## src/sv/sipl_pkg.sv

```systemverilog
// Shared types and constants for the sorted insert priority list.
// Holds operation and status codes, field widths and the cell control bundle.
// No dependencies.
`default_nettype none

package sipl_pkg;

  localparam int unsigned WeightW      = 24;
  localparam int unsigned TagW         = 16;
  localparam int unsigned PosW         = 6;
  localparam int unsigned CountOutW    = 7;
  localparam int unsigned DefaultDepth = 64;

  typedef enum logic [1:0] {
    MODE_INSERT  = 2'd0,
    MODE_POP_MIN = 2'd1,
    MODE_POP_MAX = 2'd2,
    MODE_READ    = 2'd3
  } mode_t;

  typedef enum logic [1:0] {
    ST_OK    = 2'd0,
    ST_EMPTY = 2'd1,
    ST_FULL  = 2'd2
  } status_t;

  typedef struct packed {
    logic ins;
    logic pop;
  } cell_ctl_t;

endpackage

`default_nettype wire

```

## src/sv/sipl_cell.sv

```systemverilog
// One slot of the sorted list: holds a (weight, tag) entry.
// Shifts up on insert, down on remove-smallest; depends on sipl_pkg.
`default_nettype none

module sipl_cell
  import sipl_pkg::*;
(
  input  logic               clk,
  input  cell_ctl_t          ctl,
  input  logic [WeightW-1:0] new_weight,
  input  logic [TagW-1:0]    new_tag,
  input  logic               occupied,
  input  logic               left_after,
  input  logic [WeightW-1:0] left_weight,
  input  logic [TagW-1:0]    left_tag,
  input  logic [WeightW-1:0] right_weight,
  input  logic [TagW-1:0]    right_tag,
  output logic               after,
  output logic [WeightW-1:0] weight,
  output logic [TagW-1:0]    tag
);

  // empty slots count as heavier than anything
  assign after = !occupied || (new_weight < weight);

  always_ff @(posedge clk) begin
    if (ctl.ins && after) begin
      if (left_after) begin
        weight <= left_weight;
        tag    <= left_tag;
      end else begin
        weight <= new_weight;
        tag    <= new_tag;
      end
    end else if (ctl.pop) begin
      weight <= right_weight;
      tag    <= right_tag;
    end
  end

endmodule

`default_nettype wire

```

## config.mk

```make
export PLATFORM = sky130hd
export DESIGN_NAME = sipl_cell
export DESIGN_NICKNAME = d
export VERILOG_FILES = /design/src/sv/sipl_pkg.sv /design/src/sv/sipl_cell.sv
export SDC_FILE = /design/constraint.sdc
export NUM_CORES = 1
export LEC_CHECK = 0
export ABC_AREA = 1
export ABC_CLOCK_PERIOD_IN_PS = 5600
export BUFFER_PORTS_ARGS = -buffer_cell sky130_fd_sc_hd__buf_4
export CAP_MARGIN = 30
export CORE_MARGIN = 1
export CORE_UTILIZATION = 33
export CTS_CLUSTER_SIZE = 14
export DETAILED_ROUTE_END_ITERATION = 10
export PLACE_DENSITY = 0.61
export SLEW_MARGIN = 20
export SYNTH_ARGS = -nofsm -noshare
export SYNTH_HDL_FRONTEND = slang
export SYNTH_SLANG_ARGS = --single-unit
```

## constraint.sdc

```tcl
create_clock -name clk -period 5.6 [get_ports clk]
set_clock_uncertainty 0.05 [all_clocks]
set_input_delay 0.28 -clock clk [delete_from_list [all_inputs] [get_ports clk]]
set_output_delay 0.28 -clock clk [all_outputs]
set_load 0.02 [all_outputs]
```

; ---- Word-level counts from Yosys, hierarchy flattened
; Index checks and enable logic that the tools add are counted.
[word_totals]
ff_bits = 40
inputBits = 125
out_inout_bits = 41
elab_cells = 13
[op_classes]
magnitude_cmp = 1
mux = 6
reduce_logical = 4
[op_table]
columns = operator, n
row1 = $mux W24, 3
row2 = $mux W16, 3
row3 = $lt A24 B24 Y1, 1
row4 = $reduce_bool A2 Y1, 1
row5 = $logic_and A1 B1 Y1, 1
row6 = $logic_not A1 Y1, 1
row7 = $logic_or A1 B1 Y1, 1

; ---- Longest topological paths before layout
; Gate-level depths: netlist of the first run.
[logic_depth]
ltp_word = 4
ltp_mapped = 15
depth_no_buf = 14

; ---- Worst setup path before layout of the first run
; No wires, ideal clock.
[synth_timing]
path_kind = register to register
from = register weight[19]
to = register tag[0] (enable)
setup_ns = 0.398
arrival_time_ns = 2.473
t_required_ns = 5.152
path_slack_ns = 2.679
path_stages_with_launch = 15
path_buffers = 1
period_less_slack_ns = 2.921
cell_sequence = edfxtp_1 -> inv_1 -> ha_1 -> nand2_1 -> nor2_1 -> nand2_2 -> inv_1 -> nand2_1 -> nand3_1 -> nor2_1 -> nand2_2 -> nand2_4 -> nand2_8 -> buf_6 -> nand2_1
[synth_between]
elab_chain_len = 4
[synth_rtl]
columns = element, line_no
row1 = "start, declared", sipl_cell.sv:19  ; output logic [WeightW-1:0] weight,
row2 = "start signal, assigned", sipl_cell.sv:29  ; weight <= left_weight;
row3 = "start signal, assigned", sipl_cell.sv:32  ; weight <= new_weight;
row4 = "start signal, assigned", sipl_cell.sv:36  ; weight <= right_weight;
row5 = $lt A24 B24 Y1, sipl_cell.sv:24  ; assign after = !occupied || (new_weight < weight);
row6 = $logic_or A1 B1 Y1, sipl_cell.sv:24
row7 = $logic_and A1 B1 Y1, sipl_cell.sv:27  ; if (ctl.ins && after) begin
row8 = $reduce_bool A2 Y1 (no source line), -
row9 = "end signal, assigned", sipl_cell.sv:30  ; tag <= left_tag;
row10 = "end signal, assigned", sipl_cell.sv:33  ; tag <= new_tag;
row11 = "end signal, assigned", sipl_cell.sv:37  ; tag <= right_tag;
row12 = "end, declared", sipl_cell.sv:20  ; output logic [TagW-1:0] tag
; No other way between the ends.
; A chain may end at the register's enable or synchronous reset.

; ---- Worst setup path in the final report of the first run
[layout_timing]
from = register weight[11]
to = register tag[8] (enable)
; Same word-level chain as after synthesis.

==> results of run 1 <==
==> path summary, 6_finish.rpt <==
kind                                    to  cells after the start
worst max-delay path                tag[8]                     12
worst min register to register  weight[14]                      9
worst min-delay path             weight[0]                      3
worst max register to register      tag[8]                     12
==> logic make-up (layout without fill, tap and decap cells) <==
| family | Yosys count | count (layout) |
|---|---|---|
| mux | 39 | 39 |
| buf+inv | 55 | 211 |
| compound gates | 6 | 6 |
| flops | 40 | 40 |
| fa+ha+maj | 23 | 23 |
| simple gates | 175 | 175 |
==> flip-flops by register name (all words and copies together) (netlist names) <==
register	count
tag	16
weight	24
==> tightest hold or removal path, delay by kind of cell <==
| kind | cells | cell delay (ps) |
|---|---|---|
| buffers and inverters | 1 | 80 |
| and+or+nand+nor | 2 | 80 |
==> metal layers <==
layer	GRT usage (%)	part of all wire [%]	up-vias
met5	0	0	-
met4	3.789	0.82	0
met3	4.769	7.5	4
met2	29.47	49	109
met1	20.14	42	1221
li1	-	-	1426
==> final cells by class <==
class                   instances  share of cell area, %
clock buffers                   7                  1.756
multi-input cells             243                  35.24
inverters                      37                  3.196
well taps                     108                  3.110
clock inverters                 1                0.08638
repair buffers                166                  28.97
flip-flops and latches         40                  27.64
==> Yosys cell counts <==
master / number
sky130_fd_sc_hd__buf_8: 1
sky130_fd_sc_hd__nor3_1: 2
sky130_fd_sc_hd__buf_6: 3
sky130_fd_sc_hd__nand4_1: 1
sky130_fd_sc_hd__nor2_2: 1
sky130_fd_sc_hd__buf_4: 1
sky130_fd_sc_hd__nor2_1: 5
sky130_fd_sc_hd__inv_1: 37
sky130_fd_sc_hd__buf_1: 3
sky130_fd_sc_hd__o21ai_0: 1
sky130_fd_sc_hd__nand2_1: 109
sky130_fd_sc_hd__a21oi_1: 5
sky130_fd_sc_hd__nand2_2: 12
sky130_fd_sc_hd__nand2_4: 1
sky130_fd_sc_hd__nand2_8: 1
sky130_fd_sc_hd__ha_1: 23
sky130_fd_sc_hd__edfxtp_1: 40
sky130_fd_sc_hd__nand3_1: 43
sky130_fd_sc_hd__clkbuf_1: 6
sky130_fd_sc_hd__mux2_2: 39
sky130_fd_sc_hd__buf_2: 4
==> power by group through the flow <==
stage	combinational (W)	clock [W]	sequential (W)
final	0.000377	0.000183	0.000400
after global routing	0.000419	0.000203	0.000406
after CTS	0.000380	0.000190	0.000402
after detailed placement	0.000378	0	0.000408
after global placement	0.000373	0	0.000407
after floorplan	0.000167	0	0.000458
==> through the flow <==
stage / worst slack [ps] / util [%]
finish: 2681 / 49.83
global route: 2374 / 49.83
CTS: 2332 / 49.60
detailed placement: 2334 / 48.68
global placement: 2382 / 48.68
floorplan: 2679 / -
==> flow_summary.html, run 1 <==
<table>
<tr><th>Metric</th><th>Value</th></tr>
<tr><th colspan="2">Min path</th></tr>
<tr><td>Min-delay src</td><td>right_weight[0]</td></tr>
<tr><td>Type of the most critical hold path</td><td>primary input to flip-flop</td></tr>
<tr><th colspan="2">Worst setup path</th></tr>
<tr><td>CP Launch Point</td><td>weight[11]</td></tr>
<tr><td>Register-to-register path setup slack</td><td>2680 ps</td></tr>
<tr><td>Endpoint required time on the critical path</td><td>5540 ps</td></tr>
<tr><td>Worst reg2reg path startpoint</td><td>weight[11]</td></tr>
<tr><td>Gate family responsible for the most delay along the worst path</td><td>simple AND/OR/NAND/NOR gates</td></tr>
<tr><td>Arrival time at the worst endpoint</td><td>2860 ps</td></tr>
<tr><td>Peak per-stage delay on the critical path</td><td>400 ps</td></tr>
<tr><td>Master of the slowest instance on the critical path</td><td>sky130_fd_sc_hd__edfxtp_1</td></tr>
<tr><td>Critical path fanouts, max</td><td>42</td></tr>
<tr><td>Startpoint type of the worst setup path</td><td>flip-flop</td></tr>
<tr><td>Ordered list of cells on the worst path</td><td>inv_1, ha_1, a21oi_1, nand2_1, nand2_1, nand2_1, nor2_1, nand2_2, nand2_4, nand2_8, nand2_2, buf_12</td></tr>
<tr><td>CP dominant cell by count</td><td>sky130_fd_sc_hd__nand2_1</td></tr>
<tr><td>Type of element capturing the critical path</td><td>flip-flop</td></tr>
<tr><td>Category of the most critical setup path</td><td>flip-flop to flip-flop</td></tr>
<tr><td>WP buf/inv</td><td>2</td></tr>
<tr><th colspan="2">Power</th></tr>
<tr><td>Leakage power</td><td>2.263 nW</td></tr>
<tr><td>Comb power frac</td><td>39.2%</td></tr>
<tr><td>Sw power</td><td>0.0003128 W</td></tr>
<tr><td>Overall power consumption</td><td>0.0009603 W</td></tr>
<tr><td>Max rail drop VDD</td><td>85.60 uV</td></tr>
<tr><td>Net Sw Frac</td><td>32.57%</td></tr>
<tr><td>Internal Pwr Total</td><td>0.0006475 W</td></tr>
<tr><td>PD cells</td><td>221.0 nW/um^2</td></tr>
<tr><td>Share of power burned in the clock network</td><td>19.1%</td></tr>
<tr><td>Part of the total power dissipated in sequential elements</td><td>41.7%</td></tr>
<tr><th colspan="2">GRT</th></tr>
<tr><td>Via count of the first global-routing pass</td><td>2725</td></tr>
<tr><td>Antenna violations before repair</td><td>0</td></tr>
<tr><td>Pin count of the biggest net entering global routing</td><td>43</td></tr>
<tr><td>Total congestion overflow</td><td>0</td></tr>
<tr><td>Wire length of the first global-routing pass</td><td>12720 um</td></tr>
<tr><td>Gr usage total</td><td>16.74%</td></tr>
<tr><th colspan="2">Synthesis</th></tr>
<tr><td>XOR/XNOR Fraction of Synth Area</td><td>0%</td></tr>
<tr><td>Basic-gate share of the synthesized area counting and, or, nand and nor cells</td><td>25.91%</td></tr>
<tr><td>Adder and majority gate portion of the synthesized area</td><td>9.660%</td></tr>
<tr><td>Main combinational cell family by area after synthesis</td><td>simple AND/OR/NAND/NOR gates</td></tr>
<tr><td>Synthesized cell area</td><td>2979 um^2</td></tr>
<tr><td>Area share of the largest cell type after synthesis</td><td>40.32%</td></tr>
<tr><td>Nets in the synthesized netlist</td><td>486</td></tr>
<tr><td>Compound-Gate Fraction of Synth Area</td><td>1.008%</td></tr>
<tr><td>Synthesized area per cell</td><td>8.814 um^2</td></tr>
<tr><td>Seq/Total Area, Yosys</td><td>40.32%</td></tr>
<tr><td>Flip-flop and latch count after synthesis</td><td>40</td></tr>
<tr><td>Synth warn</td><td>0</td></tr>
<tr><td>Share of cell area taken by muxes after synthesis</td><td>14.74%</td></tr>
<tr><td>Library cells used by synthesis</td><td>21</td></tr>
<tr><td>Post-Syn Instances</td><td>338</td></tr>
<tr><td>Top cells by area in the synthesized netlist</td><td>sky130_fd_sc_hd__edfxtp_1 40%, sky130_fd_sc_hd__mux2_2 15%, sky130_fd_sc_hd__nand2_1 14%</td></tr>
<tr><td>Post-synth top area cell</td><td>sky130_fd_sc_hd__edfxtp_1</td></tr>
<tr><th colspan="2">Timing</th></tr>
<tr><td>Actual slew at the worst max-slew pin</td><td>540.5 ps</td></tr>
<tr><td>Setup repair after global routing missed its margin</td><td>no</td></tr>
<tr><td>Sum Neg Setup Slack</td><td>0 ps</td></tr>
<tr><td>Final worst-path cycle share</td><td>52.12%</td></tr>
<tr><td>Setup-violating endpoint count in the final report</td><td>0</td></tr>
<tr><td>Count of endpoints failing hold in the final timing report</td><td>0</td></tr>
<tr><td>Max frequency</td><td>342.6 MHz</td></tr>
<tr><td>Relative slew slack</td><td>63.97%</td></tr>
<tr><td>Tightest hold margin</td><td>202.0 ps</td></tr>
<tr><td>Max Transition Viols Final</td><td>0</td></tr>
<tr><td>Final critical path time including I/O delays and setup</td><td>2919 ps</td></tr>
<tr><th colspan="2">Clock network</th></tr>
<tr><td>Root buffer cell</td><td>sky130_fd_sc_hd__clkbuf_8</td></tr>
<tr><td>Count of H-tree levels built during CTS</td><td>2</td></tr>
<tr><td>Sinks on the clock net</td><td>40</td></tr>
<tr><td>Hold buffer count at CTS</td><td>0</td></tr>
<tr><td>Number of buffers between clock root and the deepest sink</td><td>2</td></tr>
<tr><td>TritonCTS clock tree</td><td>done</td></tr>
<tr><td>Setup bufs post-CTS</td><td>0</td></tr>
<tr><td>CTS clock-pin slew for the worst setup and hold paths</td><td>80 ps</td></tr>
<tr><td>Number of cells upsized or downsized after cts</td><td>0</td></tr>
<tr><td>Clock network latency to the later pin of the worst-skew pair</td><td>290 ps</td></tr>
<tr><td>Total CTS buffers</td><td>5</td></tr>
<tr><th colspan="2">Flow run</th></tr>
<tr><td>Max capacitance violation total</td><td>0</td></tr>
<tr><th colspan="2">Finish</th></tr>
<tr><td>Footprint of the multi-input gates</td><td>1531 um^2</td></tr>
<tr><td>Final #Nets</td><td>641</td></tr>
<tr><td>ANT cells</td><td>0</td></tr>
<tr><td>Fraction of layout cells with a size suffix above 1</td><td>45.75%</td></tr>
<tr><td>Highest-count cells in the layout ignoring fill and taps</td><td>165 x sky130_fd_sc_hd__buf_4, 108 x sky130_fd_sc_hd__nand2_1, 43 x sky130_fd_sc_hd__nand3_1</td></tr>
<tr><td>Fill count</td><td>829</td></tr>
<tr><td>Finished Cell Area</td><td>4345 um^2</td></tr>
<tr><td>Most common library cell in the layout ignoring fill and taps</td><td>sky130_fd_sc_hd__buf_4</td></tr>
<tr><td>Finished Layout Cells</td><td>602</td></tr>
<tr><td>Layout area overhead</td><td>45.86%</td></tr>
<tr><td>Area taken by flip-flops and latches</td><td>1201 um^2</td></tr>
<tr><th colspan="2">Drt</th></tr>
<tr><td>DRC marker count from the first detailed-route iteration</td><td>67</td></tr>
<tr><td>Detailed-route wire length</td><td>7822 um</td></tr>
<tr><td>Total via count after detailed routing</td><td>2760</td></tr>
<tr><td>Count of antenna-violating nets left after detailed routing</td><td>0</td></tr>
<tr><td>Count of TritonRoute iterations in the first routing pass</td><td>4</td></tr>
<tr><td>Routed length per placed instance</td><td>12.99 um</td></tr>
<tr><td>DRC violation count after routing</td><td>0</td></tr>
<tr><td>Via density</td><td>4.585</td></tr>
<tr><th colspan="2">Die</th></tr>
<tr><td>I/O pin total</td><td>166</td></tr>
<tr><td>Area enclosed by the die boundary</td><td>9412 um^2</td></tr>
<tr><td>Chip Height</td><td>97.02 um</td></tr>
<tr><td>Initial cell density of the core</td><td>34.16%</td></tr>
<tr><td>Die Span X</td><td>97.02 um</td></tr>
<tr><td>Number of placement rows</td><td>34</td></tr>
<tr><td>Core ar.</td><td>8721 um^2</td></tr>
<tr><th colspan="2">Placement</th></tr>
<tr><td>Hpwl dp</td><td>5805 um</td></tr>
<tr><td>Routability-driven placement congestion ratio</td><td>0.7738</td></tr>
<tr><td>Placed cell count</td><td>593</td></tr>
<tr><td># port buffers</td><td>165</td></tr>
<tr><td>Area post-placement</td><td>4245 um^2</td></tr>
<tr><th colspan="2">Status</th></tr>
<tr><td>Outcome</td><td>finished clean</td></tr>
</table>
Note: power is estimated with default switching activity, not from simulation.
==> inputs of run 2 (changes only) <==
--- a/config.mk
+++ b/config.mk
@@ -5,8 +5,8 @@
 export SDC_FILE = /design/constraint.sdc
 export NUM_CORES = 1
 export LEC_CHECK = 0
-export ABC_AREA = 1
-export ABC_CLOCK_PERIOD_IN_PS = 5600
+export ABC_AREA = 0
+export ABC_CLOCK_PERIOD_IN_PS = 3000
 export BUFFER_PORTS_ARGS = -buffer_cell sky130_fd_sc_hd__buf_4
 export CAP_MARGIN = 30
 export CORE_MARGIN = 1
==> constraint.sdc (replaced) <==
create_clock -name clk -period 3 [get_ports clk]
set_clock_uncertainty 0.05 [all_clocks]
set_input_delay 0.15 -clock clk [delete_from_list [all_inputs] [get_ports clk]]
set_output_delay 0.15 -clock clk [all_outputs]
set_load 0.02 [all_outputs]
==> run 2 against run 1 <==
Compared with the run above:
- sequential cell count did not move
- largest cell class unchanged
- sequential power is 83% higher
- largest power group unchanged
- sequential share of layout area is 0.22 points lower
- synthesized area decreased by 1.1%
- hold slack got worse by 95 ps
- non-clock buffer count is 3 higher
- core utilization up 0.65 points
- via count decreased by 19%
- routed wire length decreased by 14%
- combinational power is 80% higher
==> flow_summary.html, run 2 <==
<table>
<tr><th>Metric</th><th>Value</th></tr>
<tr><th colspan="2">Clock network</th></tr>
<tr><td>CTS clock-pin slew for the worst setup and hold paths</td><td>80 ps (about the same)</td></tr>
<tr><td>Sinks on the clock net</td><td>40 (unchanged)</td></tr>
<tr><td>Count of H-tree levels built during CTS</td><td>2 (unchanged)</td></tr>
<tr><td>Total CTS buffers</td><td>5 (unchanged)</td></tr>
<tr><td>Number of buffers between clock root and the deepest sink</td><td>2 (unchanged)</td></tr>
<tr><td>Hold buffer count at CTS</td><td>0 (unchanged)</td></tr>
<tr><td>Root buffer cell</td><td>sky130_fd_sc_hd__clkbuf_8</td></tr>
<tr><td>TritonCTS clock tree</td><td>done</td></tr>
<tr><td>Setup bufs post-CTS</td><td>0 (unchanged)</td></tr>
<tr><td>Number of cells upsized or downsized after cts</td><td>0 (unchanged)</td></tr>
<tr><td>Clock network latency to the later pin of the worst-skew pair</td><td>290 ps (about the same)</td></tr>
<tr><th colspan="2">Worst setup path</th></tr>
<tr><td>CP Launch Point</td><td>weight[22]</td></tr>
<tr><td>Critical path fanouts, max</td><td>20 (-52%)</td></tr>
<tr><td>Worst reg2reg path startpoint</td><td>weight[22]</td></tr>
<tr><td>Number of cells on the worst reg-to-reg path</td><td>9 (-3)</td></tr>
<tr><td>Arrival time at the worst endpoint</td><td>2620 ps (-240 ps)</td></tr>
<tr><td>Register-to-register path setup slack</td><td>360 ps (-2320 ps)</td></tr>
<tr><td>Endpoint required time on the critical path</td><td>2980 ps (-2560 ps)</td></tr>
<tr><td>Category of the most critical setup path</td><td>flip-flop to flip-flop</td></tr>
<tr><td>Endpoint of the worst-slack reg-to-reg timing path</td><td>weight[23]</td></tr>
<tr><td>End point of the critical path</td><td>weight[23]</td></tr>
<tr><td>Startpoint type of the worst setup path</td><td>flip-flop</td></tr>
<tr><td>Type of element capturing the critical path</td><td>flip-flop</td></tr>
<tr><th colspan="2">Power</th></tr>
<tr><td>Leakage power</td><td>2.121 nW (-6.3%)</td></tr>
<tr><td>Overall power consumption</td><td>0.001754 W (+83%)</td></tr>
<tr><td>Max rail drop VDD</td><td>171.9 uV (+100%)</td></tr>
<tr><td>PD cells</td><td>400.4 nW/um^2 (+81%)</td></tr>
<tr><th colspan="2">Min path</th></tr>
<tr><td>Type of the most critical hold path</td><td>primary input to flip-flop</td></tr>
<tr><th colspan="2">GRT</th></tr>
<tr><td>Via count of the first global-routing pass</td><td>2194 (-19%)</td></tr>
<tr><td>Pin count of the biggest net entering global routing</td><td>41 (-4.7%)</td></tr>
<tr><td>Antenna violations before repair</td><td>0 (unchanged)</td></tr>
<tr><td>Total congestion overflow</td><td>0 (unchanged)</td></tr>
<tr><td>Gr usage total</td><td>14.22% (-2.5 points)</td></tr>
<tr><td>Wire length of the first global-routing pass</td><td>9970 um (-22%)</td></tr>
<tr><th colspan="2">Synthesis</th></tr>
<tr><td>Nets in the synthesized netlist</td><td>367 (-24%)</td></tr>
<tr><td>Most frequent cells after synthesis</td><td>40 x sky130_fd_sc_hd__edfxtp_1, 40 x sky130_fd_sc_hd__mux2_2, 39 x sky130_fd_sc_hd__mux2_4</td></tr>
<tr><td>Flip-flop and latch count after synthesis</td><td>40 (unchanged)</td></tr>
<tr><td>Synthesized area per cell</td><td>13.45 um^2 (+53%)</td></tr>
<tr><td>Ys async rst share</td><td>0% (unchanged)</td></tr>
<tr><td>Post-synth top area cell</td><td>sky130_fd_sc_hd__edfxtp_1</td></tr>
<tr><td>Post-Syn Instances</td><td>219 (-35%)</td></tr>
<tr><td>Synthesized cell area</td><td>2947 um^2 (-1.1%)</td></tr>
<tr><td>Synth warn</td><td>0 (unchanged)</td></tr>
<tr><td>Seq/Total Area, Yosys</td><td>40.76% (+0.45 points)</td></tr>
<tr><td>Area share of the largest cell type after synthesis</td><td>40.76% (+0.45 points)</td></tr>
<tr><td>Most common flop cell mapped by yosys</td><td>sky130_fd_sc_hd__edfxtp_1</td></tr>
<tr><td>Library cells used by synthesis</td><td>26 (+24%)</td></tr>
<tr><td>Number of enable flip-flop cells after synthesis</td><td>40 (unchanged)</td></tr>
<tr><td>Top cells by area in the synthesized netlist</td><td>sky130_fd_sc_hd__edfxtp_1 41%, sky130_fd_sc_hd__mux2_4 20%, sky130_fd_sc_hd__mux2_2 15%</td></tr>
<tr><th colspan="2">Finish</th></tr>
<tr><td>Final #Nets</td><td>535 (-17%)</td></tr>
<tr><td>Max reg flops</td><td>24 (unchanged)</td></tr>
<tr><td>Largest registers</td><td>weight (24), tag (16)</td></tr>
<tr><td>Most common library cell in the layout ignoring fill and taps</td><td>sky130_fd_sc_hd__buf_4</td></tr>
<tr><td>Layout area overhead</td><td>48.66%</td></tr>
<tr><td>Finished Cell Area</td><td>4380 um^2 (+0.81%)</td></tr>
<tr><td>Fraction of layout cells with a size suffix above 1</td><td>67.27% (+22 points)</td></tr>
<tr><td>Highest-count cells in the layout ignoring fill and taps</td><td>169 x sky130_fd_sc_hd__buf_4, 40 x sky130_fd_sc_hd__mux2_2, 40 x sky130_fd_sc_hd__edfxtp_1</td></tr>
<tr><td>Register with the highest flop count</td><td>weight</td></tr>
<tr><td>ANT cells</td><td>0 (unchanged)</td></tr>
<tr><td>Fill count</td><td>807 (-2.7%)</td></tr>
<tr><th colspan="2">Placement</th></tr>
<tr><td>Post-Place Setup Slack</td><td>380.7 ps (-1953 ps)</td></tr>
<tr><td>Hpwl dp</td><td>5412 um (-6.8%)</td></tr>
<tr><td># port buffers</td><td>165 (unchanged)</td></tr>
<tr><td>Routability-driven placement congestion ratio</td><td>0.6801 (-12%)</td></tr>
<tr><td>Area post-placement</td><td>4298 um^2 (+1.2%)</td></tr>
<tr><th colspan="2">Status</th></tr>
<tr><td>Outcome</td><td>finished clean</td></tr>
<tr><th colspan="2">Timing</th></tr>
<tr><td>Count of endpoints failing hold in the final timing report</td><td>0 (unchanged)</td></tr>
<tr><td>Setup repair after global routing missed its margin</td><td>no</td></tr>
<tr><td>Final worst-path cycle share</td><td>87.99% (+36 points)</td></tr>
<tr><td>Tightest hold margin</td><td>106.6 ps (-95.32 ps)</td></tr>
<tr><td>Actual slew at the worst max-slew pin</td><td>536.0 ps (-4.440 ps)</td></tr>
<tr><td>Setup-violating endpoint count in the final report</td><td>0 (unchanged)</td></tr>
<tr><td>Relative slew slack</td><td>64.26% (+0.30 points)</td></tr>
<tr><td>Max Transition Viols Final</td><td>0 (unchanged)</td></tr>
<tr><td>Sum Neg Setup Slack</td><td>0 ps (unchanged)</td></tr>
<tr><td>Final critical path time including I/O delays and setup</td><td>2640 ps (-279.1 ps)</td></tr>
<tr><td>Final WS setup</td><td>360.4 ps (-2321 ps)</td></tr>
<tr><td>Max frequency</td><td>378.8 MHz (+11%)</td></tr>
<tr><th colspan="2">Flow run</th></tr>
<tr><td>Max capacitance violation total</td><td>0 (unchanged)</td></tr>
<tr><th colspan="2">Drt</th></tr>
<tr><td>Count of antenna-violating nets left after detailed routing</td><td>0 (unchanged)</td></tr>
<tr><td>Via density</td><td>4.530 (-1.2%)</td></tr>
<tr><td>DRC marker count from the first detailed-route iteration</td><td>37 (-45%)</td></tr>
<tr><td>DRC violation count after routing</td><td>0 (unchanged)</td></tr>
<tr><td>Routed length per placed instance</td><td>13.49 um (+3.8%)</td></tr>
<tr><td>Total via count after detailed routing</td><td>2247 (-19%)</td></tr>
<tr><td>Detailed-route wire length</td><td>6692 um (-14%)</td></tr>
<tr><td>Count of TritonRoute iterations in the first routing pass</td><td>4 (unchanged)</td></tr>
<tr><th colspan="2">Die</th></tr>
<tr><td>Die Span X</td><td>96.50 um (-0.54%)</td></tr>
<tr><td>Initial cell density of the core</td><td>33.95% (-0.21 points)</td></tr>
<tr><td>Area enclosed by the die boundary</td><td>9311 um^2 (-1.1%)</td></tr>
<tr><td>Chip Height</td><td>96.50 um (-0.54%)</td></tr>
<tr><td>Core ar.</td><td>8678 um^2 (-0.49%)</td></tr>
<tr><td>I/O pin total</td><td>166 (unchanged)</td></tr>
<tr><td>Number of placement rows</td><td>34 (unchanged)</td></tr>
</table>
==> run 2: final cells by class <==
class / count / area, um^2 / area share (%)
multi-input combinational: 148 / 1607 / 36.68
timing repair buffer: 169 / 1269 / 28.96
sequential: 40 / 1201 / 27.42
tap: 108 / 135.1 / 3.085
inverter: 23 / 86.33 / 1.971
clock buffer: 5 / 68.82 / 1.571
clock inverter: 3 / 13.76 / 0.3142
==> run 2: layer usage <==
layer / vias to the layer above / global-route usage, % / routed length (um)
li1: 1144 / - / -
met1: 1001 / 15.87 / 2573
met2: 96 / 25.65 / 3423
met3: 6 / 4.695 / 620
met4: 0 / 4.044 / 74
met5: - / 0 / 0
==> run 2: worst min path at each step <==
stage                           startpoint          to  slack, ps  cells past startpoint
after global routing          right_tag[0]      tag[0]         90                      2
after global placement    right_weight[23]  weight[23]        380                      2
final                         right_tag[4]      tag[4]        110                      2
after detailed placement  right_weight[23]  weight[23]        400                      2
after floorplan           right_weight[23]  weight[23]        300                      1
after CTS                 right_weight[20]  weight[20]         90                      2
==> run 2: kinds of logic after synthesis <==
family	Yosys count	share of synthesized area, %
buffers and inverters	31	4.968
AND/OR/NAND/NOR	24	4.501
adder cells (fa/ha/maj)	23	9.767
flip-flops	40	40.76
multiplexers	80	35.54
AO/OA/AOI/OAI	21	4.458
==> run 2: worst max-delay path, cell delays in order (launching register included) <==
cell and delay, ps:
sky130_fd_sc_hd__edfxtp_1 390, sky130_fd_sc_hd__inv_1 70, sky130_fd_sc_hd__ha_1 250, sky130_fd_sc_hd__a21oi_1 150, sky130_fd_sc_hd__nand2_1 90, sky130_fd_sc_hd__a221oi_2 290, sky130_fd_sc_hd__nand3_1 170, sky130_fd_sc_hd__a21oi_4 190
sky130_fd_sc_hd__buf_4 360, sky130_fd_sc_hd__mux2_1 370
==> run 2: per-stage QoR <==
stage,util [%],std cells
6_report,50.48,496
4_1_cts,50.48,496
3_3_place_gp,49.52,488
2_1_floorplan,-,219
5_1_grt,50.48,496
3_5_place_dp,49.52,488
==> run 2: report_power, final <==
group | internal (W) | switching [W]
combinational | 0.000379 | 0.000301
clock | 0.000158 | 0.000186
sequential | 0.000704 | 0.0000268
